## src/hw/rtl/spx_pkg.sv

```systemverilog
// ----------------------------------------------------------------------------
// spx_pkg
// Shared types and constants of the segment/plane crossing core.
// ----------------------------------------------------------------------------
`default_nettype none

package spx_pkg;

  localparam int unsigned COORD_W         = 32;
  localparam int unsigned THR_W           = 31;
  localparam int unsigned KIND_W          = 3;
  localparam int unsigned QUEUE_DEPTH_DEF = 4;

  // Result kind codes
  localparam logic [KIND_W-1:0] KIND_NONE  = 3'd0;
  localparam logic [KIND_W-1:0] KIND_START = 3'd1;
  localparam logic [KIND_W-1:0] KIND_END   = 3'd2;
  localparam logic [KIND_W-1:0] KIND_MID   = 3'd3;
  localparam logic [KIND_W-1:0] KIND_CROSS = 3'd4;

  typedef struct packed {
    logic signed [31:0] start_x;
    logic signed [31:0] start_y;
    logic signed [31:0] start_z;
    logic signed [31:0] end_x;
    logic signed [31:0] end_y;
    logic signed [31:0] end_z;
    logic signed [31:0] normal_x;
    logic signed [31:0] normal_y;
    logic signed [31:0] normal_z;
    logic signed [31:0] plane_offset;
  } in_item_t;

  typedef struct packed {
    logic               found;
    logic signed [31:0] point_x;
    logic signed [31:0] point_y;
    logic signed [31:0] point_z;
    logic [2:0]         hit_kind;
  } out_item_t;

  // Classified item handed from the front to the back
  typedef struct packed {
    logic [KIND_W-1:0] kind;
    logic              use_div;   // crossing with nonzero denominator
    logic [2:0]        neg;       // per axis: end below start
    logic [2:0][31:0]  base;      // final point, or start point for a division
    logic [2:0][32:0]  mag;       // per axis |end - start|
    logic [31:0]       a0;        // |d0|
    logic [32:0]       den;       // |d0| + |d1|
  } work_t;

endpackage

`default_nettype wire

```

## src/hw/rtl/spx_queue.sv

```systemverilog
// ----------------------------------------------------------------------------
// spx_queue
// Small register queue between the classifying front and the divider back.
// ----------------------------------------------------------------------------
`default_nettype none

module spx_queue #(
  parameter int unsigned DEPTH = spx_pkg::QUEUE_DEPTH_DEF
) (
  input  wire logic            clk,
  input  wire logic            rst_n,
  input  wire logic            push_valid,
  input  wire spx_pkg::work_t  push_data,
  output logic                 full,
  input  wire logic            pop,
  output spx_pkg::work_t       pop_data,
  output logic                 empty
);

  localparam int unsigned PW = (DEPTH > 1) ? $clog2(DEPTH) : 1;
  localparam int unsigned CW = $clog2(DEPTH + 1);
  localparam logic [PW-1:0] LAST = PW'(DEPTH - 1);

  spx_pkg::work_t  mem_r [DEPTH];
  logic [PW-1:0]   wr_ptr_r;
  logic [PW-1:0]   rd_ptr_r;
  logic [CW-1:0]   cnt_r;
  logic            do_push;

  assign full     = cnt_r == CW'(DEPTH);
  assign empty    = cnt_r == '0;
  assign do_push  = push_valid && !full;
  assign pop_data = mem_r[rd_ptr_r];

  // Advance pointers and fill count
  always_ff @(posedge clk) begin
    if (!rst_n) begin
      wr_ptr_r <= '0;
      rd_ptr_r <= '0;
      cnt_r    <= '0;
    end else begin
      if (do_push) begin
        wr_ptr_r <= (wr_ptr_r == LAST) ? '0 : wr_ptr_r + PW'(1);
      end
      if (pop) begin
        rd_ptr_r <= (rd_ptr_r == LAST) ? '0 : rd_ptr_r + PW'(1);
      end
      if (do_push && !pop) begin
        cnt_r <= cnt_r + CW'(1);
      end else if (pop && !do_push) begin
        cnt_r <= cnt_r - CW'(1);
      end
    end
  end

  // Store entries
  always_ff @(posedge clk) begin
    if (do_push) begin
      mem_r[wr_ptr_r] <= push_data;
    end
  end

endmodule

`default_nettype wire

```

## config.mk

```make
export PLATFORM = sky130hd
export DESIGN_NAME = spx_queue
export DESIGN_NICKNAME = d
export VERILOG_FILES = /design/src/hw/rtl/spx_pkg.sv /design/src/hw/rtl/spx_queue.sv
export SDC_FILE = /design/constraint.sdc
export NUM_CORES = 1
export LEC_CHECK = 0
export ABC_AREA = 1
export BUFFER_PORTS_ARGS = -buffer_cell sky130_fd_sc_hd__buf_4
export CAP_MARGIN = 20
export CELL_PAD_IN_SITES_DETAIL_PLACEMENT = 2
export CELL_PAD_IN_SITES_GLOBAL_PLACEMENT = 2
export CORE_ASPECT_RATIO = 0.5
export CORE_MARGIN = 2
export CORE_UTILIZATION = 27
export DETAILED_ROUTE_END_ITERATION = 6
export PLACE_DENSITY_LB_ADDON = 0.05
export SLEW_MARGIN = 20
export SYNTH_ARGS = -nofsm -noshare
export SYNTH_HDL_FRONTEND = slang
export SYNTH_SLANG_ARGS = --single-unit
```

## constraint.sdc

```tcl
create_clock -name clk -period 17.6 [get_ports clk]
set_input_delay 0.88 -clock clk [delete_from_list [all_inputs] [get_ports clk]]
set_output_delay 0.88 -clock clk [all_outputs]
set_load 0.01 [all_outputs]
```

==> results.ini, run 1 <==
[timing]
fin_hold_ws_ns = 0.396
slew_viol_final = 0
rsz0062_at_grt = false
finalSetupTns_ns = 0
max_slew.worst_pin.slew_ns = 1.01
final_hold_viol_count = 0
fin_crit_sh_pct = 35.7
fmax_mhz = 159
relSlewSlack_pct = 32.6
setup_viol_count_final = 0
period_needed_ns = 6.28
finClkSkew_ns = 0.0167

[detailed_routing]
ant_nets = 0
post-route-drc-count = 0
dr.pass1.iters = 4
avgViaCountPerCell = 4.63
post_drt_wl_per_cell_microns = 23.6
wirelength_mm = 123
drtIter0Drc = 1277
num_vias = 24185

[yosys]
synth-seq-area-share_pct = 81.2
netlist_area_sq_um = 39700
yosys-top-cells-area = edfxtp_1 81%, o21ai_0 6.7%, nor2_1 5.1%
synth_most_common_cell = edfxtp_1
yosys_warnings = 0
post-synth-top-area-cell = edfxtp_1
ys_ff_latch = 1077
syn_avg_cell_area_sq_um = 15.0
netlist_instances = 2648
synth_flop_cell = edfxtp_1
synth_edf_count = 1068
async_flop_share_pct = 0
synthDistinctLibCells = 21
synth_commonest_cells = 1068 x edfxtp_1, 544 x nor2_1, 533 x o21ai_0
netlist.area_leader.share_pct = 80.8
syn-num-nets = 2926

[critical_path]
reg2regPathDepth = 7
r2r_setup_slack_ns = 13.64
worstPathRequired_ns = 16.72
cp-start-kind = flop
endpoint_kind = output pin
critPathMaxFanout = 159
r2r-end = mem_r[2][89]$_DFFE_PP_
crit_type = flop to output pin
r2r-start = cnt_r[0]$_SDFFE_PN0P_
arrival_ns = 5.40
critPathCapture = pop_data[155]

[final_layout]
multi_input_area_sq_um = 6620
fin_util_pct = 33.7
design_area_sq_um = 49200
syn_to_final_growth_pct = 23.8
seq_area_sq_um = 32300
fin_nets = 3438
drive_above_1_share_pct = 22.3
fillers = 15108

[cts]
clkLatencyLatePin_ns = 0.68
cts_resized = 0
cts_made_buffers = 107
root_buffer = clkbuf_16
cts_buffer_depth = 3
htreeDepth = 3
cts_hold_buf = 0
cts_tree = yes
clk_pin_slew_worst_paths_ns = 0.06
clock-sinks = 1077
post_cts_buffers = 0

[global_route]
grt-busiest-layer = met2
grtUsageTotal_pct = 16.0
met2_usage_pct = 29.8
grt_pass1_wl_mm = 178
met1_usage_pct = 19.1
grt_pass1_vias = 25918
globalRouteOverflowTotal = 0
antenna_found_initial = 12
grt_max_degree = 160
grt_use_met3_pct = 2.55

[pwr]
ir_drop_mv = 0.0499
power_w = 0.00605
p_leak_nw = 16.6
power_density_nw_per_um2 = 123

[placement]
dp_hpwl_mm = 72.4
numPortBuffers = 539
place.gp.congestion = 0.688
dpl_cell_area_sq_um = 45800

[floorplan]
die_h_microns = 275
core_area_sq_um = 146000
std_cell_rows = 99
top_level_ports = 540
die-area_sq_um = 150000
dieWidth_microns = 546
start_util_pct = 27.2

[worst_hold_path]
hold_depth = 1
min_path_type = input port to flop

[status]
status = finished, final reports clean

[run]
drv_cap = 0

==> placed cells by master (no fill, tap or decap) <==
cell,n
nand2_1,8
dfxtp_4,2
clkbuf_16,111
dfxtp_1,7
buf_4,577
nand3_1,3
nor2_1,540
inv_8,2
clkbuf_1,33
nor3_1,2
diode_2,9
ha_1,6
a21oi_1,5
o21ai_1,4
inv_1,17
clkinv_2,14
bufinv_16,8
clkinvlp_4,1
nor2_4,4
buf_12,3
inv_6,1
nand4_1,1
o21ai_0,533
nand3b_1,1
o22ai_1,267
edfxtp_1,1068
fa_1,1
clkinv_1,24
==> layout make-up <==
class | count | share of cell area (%)
diodes | 9 | 0.0458
clock buffers | 144 | 5.90
clock inverters | 48 | 0.848
inverters | 19 | 0.176
multi-input cells | 1375 | 13.5
flip-flops and latches | 1077 | 65.6
well taps | 1969 | 5.01
repair buffers | 580 | 8.93
==> through the flow <==
stage                     setup slack, ns  cells
after floorplan                      4.65   2648
after global placement              11.85   5020
after detailed placement            11.75   5020
after CTS                           10.97   5212
after global routing                10.74   5221
final                               11.32   5221
==> layer usage <==
layer / vias up / share of wire, % / wire (microns)
li1: 11082 / - / -
met1: 12663 / 41 / 50900
met2: 280 / 54 / 66300
met3: 154 / 2.7 / 3330
met4: 6 / 2.0 / 2510
met5: - / 0.037 / 46
==> state kept, by name, summed over array words and instances, names as in the netlist, named ones only <==
register	cells
wr_ptr_r	2
cnt_r	3
mem_r	1068
rd_ptr_r	2
==> how the worst min path moves through the flow <==
stage / start / endpoint / slack [ns]
detailed placement: cnt_r[1]$_SDFFE_PN0P_ / cnt_r[1]$_SDFFE_PN0P_ / 0.51
finish: push_data[246] / mem_r[1][246]$_DFFE_PP_ / 0.40
CTS: push_data[240] / mem_r[3][240]$_DFFE_PP_ / 0.31
global placement: cnt_r[1]$_SDFFE_PN0P_ / cnt_r[1]$_SDFFE_PN0P_ / 0.49
global route: push_data[254] / mem_r[0][254]$_DFFE_PP_ / 0.33
floorplan: cnt_r[1]$_SDFFE_PN0P_ / cnt_r[1]$_SDFFE_PN0P_ / 0.48
==> where the power goes <==
group | switching (W) | internal (W)
Combinational | 0.000488 | 0.000258
Sequential | 0.0000385 | 0.00301
Clock | 0.000984 | 0.00126
==> worst max-delay path, cell delays in order, from the launching register on <==
cell     delay (ns)
dfxtp_4        0.42
inv_8          0.65
buf_4          0.89
buf_4          0.65
buf_4          0.66
buf_4          0.68
o21ai_0        0.16
o22ai_1        0.29
buf_4          0.19
==> kinds of logic after synthesis <==
family	Yosys count	synth area share [%]
simple gates	559	5.32
flops	1077	81.2
buf+inv	196	2.18
fa+ha+maj	7	0.239
compound gates	809	11.0
No activity file was read; power rests on OpenSTA's default activity.
==> inputs of run 2 (changes only) <==
- clock period: 17.6 -> 6.5 ns (I/O delays scaled with it)
==> run 2 against run 1 <==
Compared with the run above: clock skew rose by 0.0033 ns; global-route usage increased by 0.13 points; combinational power rose to 2.9 times the previous value; total power increased to 2.7 times the previous value; clock-buffer cell count shrank 14; sequential power grew to 2.7 times the previous value; register-to-register slack worse by 10 ns; cell count is 4.9% higher; first-iteration DRC count down 24%; largest power group unchanged.
==> results.ini, run 2 (synthesized netlist as in run 1, its figures left out) <==
[timing]
fin_hold_ws_ns = 0.0895  ; was 0.396 ns
setup_viol_count_final = 0  ; unchanged
final_hold_viol_count = 0  ; unchanged
period_needed_ns = 3.70
max_slew.worst_pin.slew_ns = 1.06  ; was 1.01 ns
finClkSkew_ns = 0.0200  ; was 0.0167 ns
fmax_mhz = 270
fin_crit_sh_pct = 57.0
slew_viol_final = 0  ; unchanged
rsz0062_at_grt = false  ; unchanged
finalSetupTns_ns = 0  ; unchanged
relSlewSlack_pct = 29.3  ; was 32.6%

[cts]
htreeDepth = 3  ; unchanged
post_cts_buffers = 0  ; unchanged
cts_made_buffers = 106  ; was 107
root_buffer = clkbuf_16  ; unchanged
cts_resized = 0  ; unchanged
clk_pin_slew_worst_paths_ns = 0.06  ; about the same
clkLatencyLatePin_ns = 0.69  ; was 0.68 ns
clock-sinks = 1077  ; unchanged
cts_hold_buf = 270  ; was 0
cts_tree = yes  ; unchanged
cts_buffer_depth = 3  ; unchanged

[critical_path]
endpoint_kind = output pin  ; unchanged
cp-start-kind = flop  ; unchanged
worstPathRequired_ns = 6.17  ; was 16.72 ns
reg2regPathDepth = 6  ; was 7
critPathMaxFanout = 128  ; was 159
crit_type = flop to output pin  ; unchanged
r2r_setup_slack_ns = 3.53  ; was 13.64 ns
arrival_ns = 3.38  ; was 5.40 ns

[pwr]
power.share.clock_pct = 36.6  ; was 37.2%
p_int_w = 0.0123  ; was 0.00454 W
power_w = 0.0165  ; was 0.00605 W
seq_power_share_pct = 50.1  ; was 50.5%
p_sw_w = 0.00420  ; was 0.00151 W
combPwrFrac_pct = 13.3  ; was 12.3%
p_sw_share_pct = 25.4  ; was 25.0%
power_density_nw_per_um2 = 318  ; was 123 nW/um^2
p_leak_nw = 17.7  ; was 16.6 nW
ir_drop_mv = 0.180  ; was 0.0499 mV

[detailed_routing]
num_vias = 25322  ; was 24185
wirelength_mm = 124  ; was 123 mm
avgViaCountPerCell = 4.62  ; was 4.63
drtIter0Drc = 973  ; was 1277
dr.pass1.iters = 4  ; unchanged
post-route-drc-count = 0  ; unchanged
ant_nets = 0  ; unchanged
post_drt_wl_per_cell_microns = 22.7  ; was 23.6 microns

[floorplan]
start_util_pct = 27.2  ; unchanged
dieWidth_microns = 546  ; unchanged
die-area_sq_um = 150000  ; unchanged
die_h_microns = 275  ; unchanged
core_area_sq_um = 146000  ; unchanged
top_level_ports = 540  ; unchanged
std_cell_rows = 99  ; unchanged

[worst_hold_path]
hold_depth = 4  ; was 1
min_path_type = input port to flop  ; unchanged

[final_layout]
largest_register_ffs = 1068  ; unchanged
fillers = 14859  ; was 15108
layout_common_cells = 1068 x edfxtp_1, 555 x buf_4, 540 x nor2_1  ; was 1068 x edfxtp_1, 577 x buf_4, 540 x nor2_1
largest-register = mem_r  ; unchanged
multi_input_area_sq_um = 6620  ; unchanged
top_regs = mem_r x1068, cnt_r x3  ; unchanged
fin_nets = 3699  ; was 3438
seq_area_sq_um = 32300  ; unchanged
syn_to_final_growth_pct = 30.8  ; was 23.8%
drive_above_1_share_pct = 20.7  ; was 22.3%
fin_util_pct = 35.6  ; was 33.7%
final_common_cell = edfxtp_1  ; unchanged

[global_route]
grt_pass1_vias = 28015  ; was 25918
grtUsageTotal_pct = 16.1  ; was 16.0%
antenna_found_initial = 5  ; was 12
globalRouteOverflowTotal = 0  ; unchanged
grt_pass1_wl_mm = 182  ; was 178 mm
grt_max_degree = 159  ; was 160

[run]
drv_cap = 0  ; unchanged

[placement]
place.gp.congestion = 0.694  ; was 0.688
dp_hpwl_mm = 70.1  ; was 72.4 mm
numPortBuffers = 539  ; unchanged

[status]
status = finished, final reports clean  ; unchanged

==> run 2: cell count changes in the layout (fill, tap and decap cells not counted) <==
cell | previous run | this run
clkinv_1 | 24 | 27
inv_6 | 1 | 2
clkbuf_16 | 111 | 108
buf_12 | 3 | 17
clkinv_8 | 0 | 3
buf_4 | 577 | 555
clkbuf_1 | 33 | 22
bufinv_16 | 8 | 7
clkinvlp_4 | 1 | 3
dlygate4sd3_1 | 0 | 270
diode_2 | 9 | 3
clkinv_2 | 14 | 22
==> run 2: layout make-up <==
class                           count  share of cell area [%]
Clock inverter                     64                   0.983
Multi-Input combinational cell   1375                    12.7
Tap cell                         1969                    4.74
Clock buffer                      130                    5.36
Sequential cell                  1077                    62.1
Timing Repair Buffer              842                    13.9
Inverter                           19                   0.166
Antenna cell                        3                  0.0145
==> run 2: final timing paths <==
path                              start                      end
hold / removal                      pop                     flop
setup / recovery                   flop            pop_data[199]
hold reg to reg   cnt_r[1]$_SDFFE_PN0P_    cnt_r[1]$_SDFFE_PN0P_
setup reg to reg  cnt_r[0]$_SDFFE_PN0P_  mem_r[2][177]$_DFFE_PP_
==> run 2: through the flow <==
step,instances,worst slack [ns],cell area [sq um]
2_1_floorplan,2648,-1.71,39700
3_3_place_gp,5012,3.29,45900
3_5_place_dp,5012,3.33,45900
4_1_cts,5476,2.54,51900
5_1_grt,5478,2.46,51900
6_report,5479,2.80,51900
==> run 2: layer usage <==
layer | up-vias | track usage (%) | routed length, microns
met4 | 2 | 4.20 | 2890
met3 | 169 | 2.64 | 3260
met1 | 13235 | 19.5 | 52300
met2 | 300 | 29.8 | 65700
li1 | 11616 | - | -
met5 | - | 0 | 13
==> run 2: critical path, cell delays in order, from the launching register on <==
cell and delay, ns:
dfxtp_4 0.70, buf_4 0.60, buf_12 0.59, o21ai_0 0.25, o22ai_1 0.24, buf_4 0.17
==> run 2: power by group through the flow <==
stage / clock, W / sequential (W) / combinational (W)
3_3_place_gp: 0 / 0.00841 / 0.00211
4_1_cts: 0.00630 / 0.00827 / 0.00229
3_5_place_dp: 0 / 0.00842 / 0.00213
2_1_floorplan: 0 / 0.00850 / 0.000922
6_report: 0.00604 / 0.00827 / 0.00219
5_1_grt: 0.00654 / 0.00830 / 0.00240
==> inputs of run 3 (changes only) <==
- clock period: 6.5 -> 3.6 ns (I/O delays scaled with it)
==> run 3 against run 2 <==
Compared with the run above: critical path depth shrank 1; final area rose by 1.2%; non-clock buffer count up 22; utilization increased by 0.43 points; combinational power increased by 84%; register-to-register slack lost 2.2 ns; via count decreased by 0.34%.
==> results.ini, run 3 (synthesized netlist as in run 1, its figures left out) <==
[status]
status = finished, final reports clean  ; unchanged

[critical_path]
cp-start-kind = flop  ; unchanged
endpoint_kind = output pin  ; unchanged
cp_cell_sequence = buf_12 > o21ai_0 > o22ai_1 > buf_4  ; was buf_4 > buf_12 > o21ai_0 > o22ai_1 > buf_4
worstPathRequired_ns = 3.42  ; was 6.17 ns
worst_path_largest_cell_delay_ns = 0.67  ; was 0.70 ns
crit_type = flop to output pin  ; unchanged
critPathMaxFanout = 204  ; was 128
slowest_stage = buf_12  ; was dfxtp_4
arrival_ns = 2.67  ; was 3.38 ns

[final_layout]
largest_register_ffs = 1068  ; unchanged
layout_common_cells = 1068 x edfxtp_1, 561 x buf_4, 540 x nor2_1  ; was 1068 x edfxtp_1, 555 x buf_4, 540 x nor2_1
fin_util_pct = 36.0  ; was 35.6%
largest-register = mem_r  ; unchanged
fin_nets = 3721  ; was 3699
fillers = 14817  ; was 14859
syn_to_final_growth_pct = 32.4  ; was 30.8%
top_regs = mem_r x1068, cnt_r x3  ; unchanged
final_common_cell = edfxtp_1  ; unchanged
drive_above_1_share_pct = 21.5  ; was 20.7%

[placement]
dp_hpwl_mm = 71.9  ; was 70.1 mm
pre_cts_ws_ns = 1.38  ; was 3.33 ns
place.gp.congestion = 0.702  ; was 0.694
numPortBuffers = 539  ; unchanged

[detailed_routing]
post_drt_wl_per_cell_microns = 22.5  ; was 22.7 microns
wirelength_mm = 124  ; about the same
dr.pass1.iters = 6  ; was 4
post-route-drc-count = 0  ; unchanged
ant_nets = 0  ; unchanged
drtIter0Drc = 1085  ; was 973
num_vias = 25236  ; was 25322
avgViaCountPerCell = 4.59  ; was 4.62

[cts]
post_cts_buffers = 0  ; unchanged
root_buffer = clkbuf_16  ; unchanged
cts_made_buffers = 106  ; unchanged
clock-sinks = 1077  ; unchanged
clkLatencyLatePin_ns = 0.68  ; was 0.69 ns
htreeDepth = 3  ; unchanged
cts_buffer_depth = 3  ; unchanged
clk_pin_slew_worst_paths_ns = 0.07  ; was 0.06 ns
cts_tree = yes  ; unchanged

[floorplan]
dieWidth_microns = 546  ; unchanged
top_level_ports = 540  ; unchanged
die-area_sq_um = 150000  ; unchanged
core_area_sq_um = 146000  ; unchanged
die_h_microns = 275  ; unchanged
start_util_pct = 27.2  ; unchanged
std_cell_rows = 99  ; unchanged

[global_route]
globalRouteOverflowTotal = 0  ; unchanged
grt_max_degree = 205  ; was 159
grt_pass1_vias = 27959  ; was 28015
grtUsageTotal_pct = 16.1  ; about the same
antenna_found_initial = 5  ; unchanged
grt_pass1_wl_mm = 182  ; about the same

[worst_hold_path]
min_path_type = input port to flop  ; unchanged

[timing]
setup_slack_ns = 0.751  ; was 2.80 ns
finClkSkew_ns = 0.0202  ; was 0.0200 ns
slew_viol_final = 0  ; unchanged
setup_viol_count_final = 0  ; unchanged
relSlewSlack_pct = 35.0  ; was 29.3%
fin_crit_sh_pct = 79.1
period_needed_ns = 2.85
rsz0062_at_grt = false  ; unchanged
max_slew.worst_pin.slew_ns = 0.975  ; was 1.06 ns
fmax_mhz = 351
final_hold_viol_count = 0  ; unchanged

[pwr]
ir_drop_mv = 0.261  ; was 0.180 mV
p_leak_nw = 18.0  ; was 17.7 nW
power_density_nw_per_um2 = 582  ; was 318 nW/um^2

[run]
drv_cap = 0  ; unchanged

run 3: cell count changes in the layout (fill, tap and decap cells not counted), moves of 3 or more:
cell,before,now
inv_2,0,3
inv_1,17,14
clkinv_1,27,19
buf_12,17,31
clkinv_8,3,0
clkbuf_16,108,111
bufinv_16,7,15
buf_4,555,561
run 3: power breakdown:
| part | internal [W] | leakage (nW) | total, W | switching, W |
|---|---|---|---|---|
| combinational | 0.00154 | 6.42 | 0.00404 | 0.00249 |
| sequential | 0.0147 | 9.86 | 0.0149 | 0.000188 |
| clock | 0.00672 | 1.74 | 0.0116 | 0.00491 |
run 3: worst max-delay path, delay by kind of cell, from the launching register on:
kind	cells	cell delay [ns]
buffers and inverters	2	0.84
AO/OA/AOI/OAI	2	0.52
flip-flops	1	0.49
run 3: worst paths after layout:
path                                          startpoint                        to  slack (ns)  cells past startpoint
worst min-delay path                      push_data[230]   mem_r[1][230]$_DFFE_PP_        0.24                      2
worst max register to register  wr_ptr_r[0]$_SDFFE_PN0P_  wr_ptr_r[1]$_SDFFE_PN0P_        1.38                      7
worst min register to register     cnt_r[0]$_SDFFE_PN0P_     cnt_r[0]$_SDFFE_PN0P_        0.53                      2
worst max-delay path                                flop              pop_data[70]        0.75                      4
run 3: through the flow:
stage / area (sq um) / TNS [ns] / power [W] / instances / hold WS [ns]
3_3_place_gp: 46300 / 0 / 0.0191 / 5032 / 0.382
6_report: 52600 / 0 / 0.0306 / 5503 / 0.243
2_1_floorplan: 39800 / -1448.90 / 0.0169 / 2648 / 0.279
4_1_cts: 52600 / 0 / 0.0312 / 5498 / 0.157
3_5_place_dp: 46300 / 0 / 0.0191 / 5032 / 0.386
5_1_grt: 52600 / 0 / 0.0319 / 5501 / 0.196
run 3: routing by layer:
metal / wire [microns] / global-route usage [%] / share of wire, %
met1: 51400 / 19.1 / 42
met2: 66100 / 30.0 / 53
met3: 3560 / 2.70 / 2.9
met4: 2770 / 4.17 / 2.2
met5: 13 / 0 / 0.011
run 3: what timing repair did:
action	in CTS	in global routing
hold buffers	272	0
gates resized for setup	0	0
hold endpoints to repair	1077	0
run 3: area by class of cell:
type | instances | area, sq um | share of cell area (%)
flip-flops and latches | 1077 | 32300 | 61.4
repair buffers | 864 | 7550 | 14.4
clock buffers | 137 | 2900 | 5.51
inverters | 19 | 86.3 | 0.164
well taps | 1969 | 2460 | 4.69
clock inverters | 57 | 647 | 1.23
diodes | 5 | 12.5 | 0.0238
multi-input cells | 1375 | 6650 | 12.6
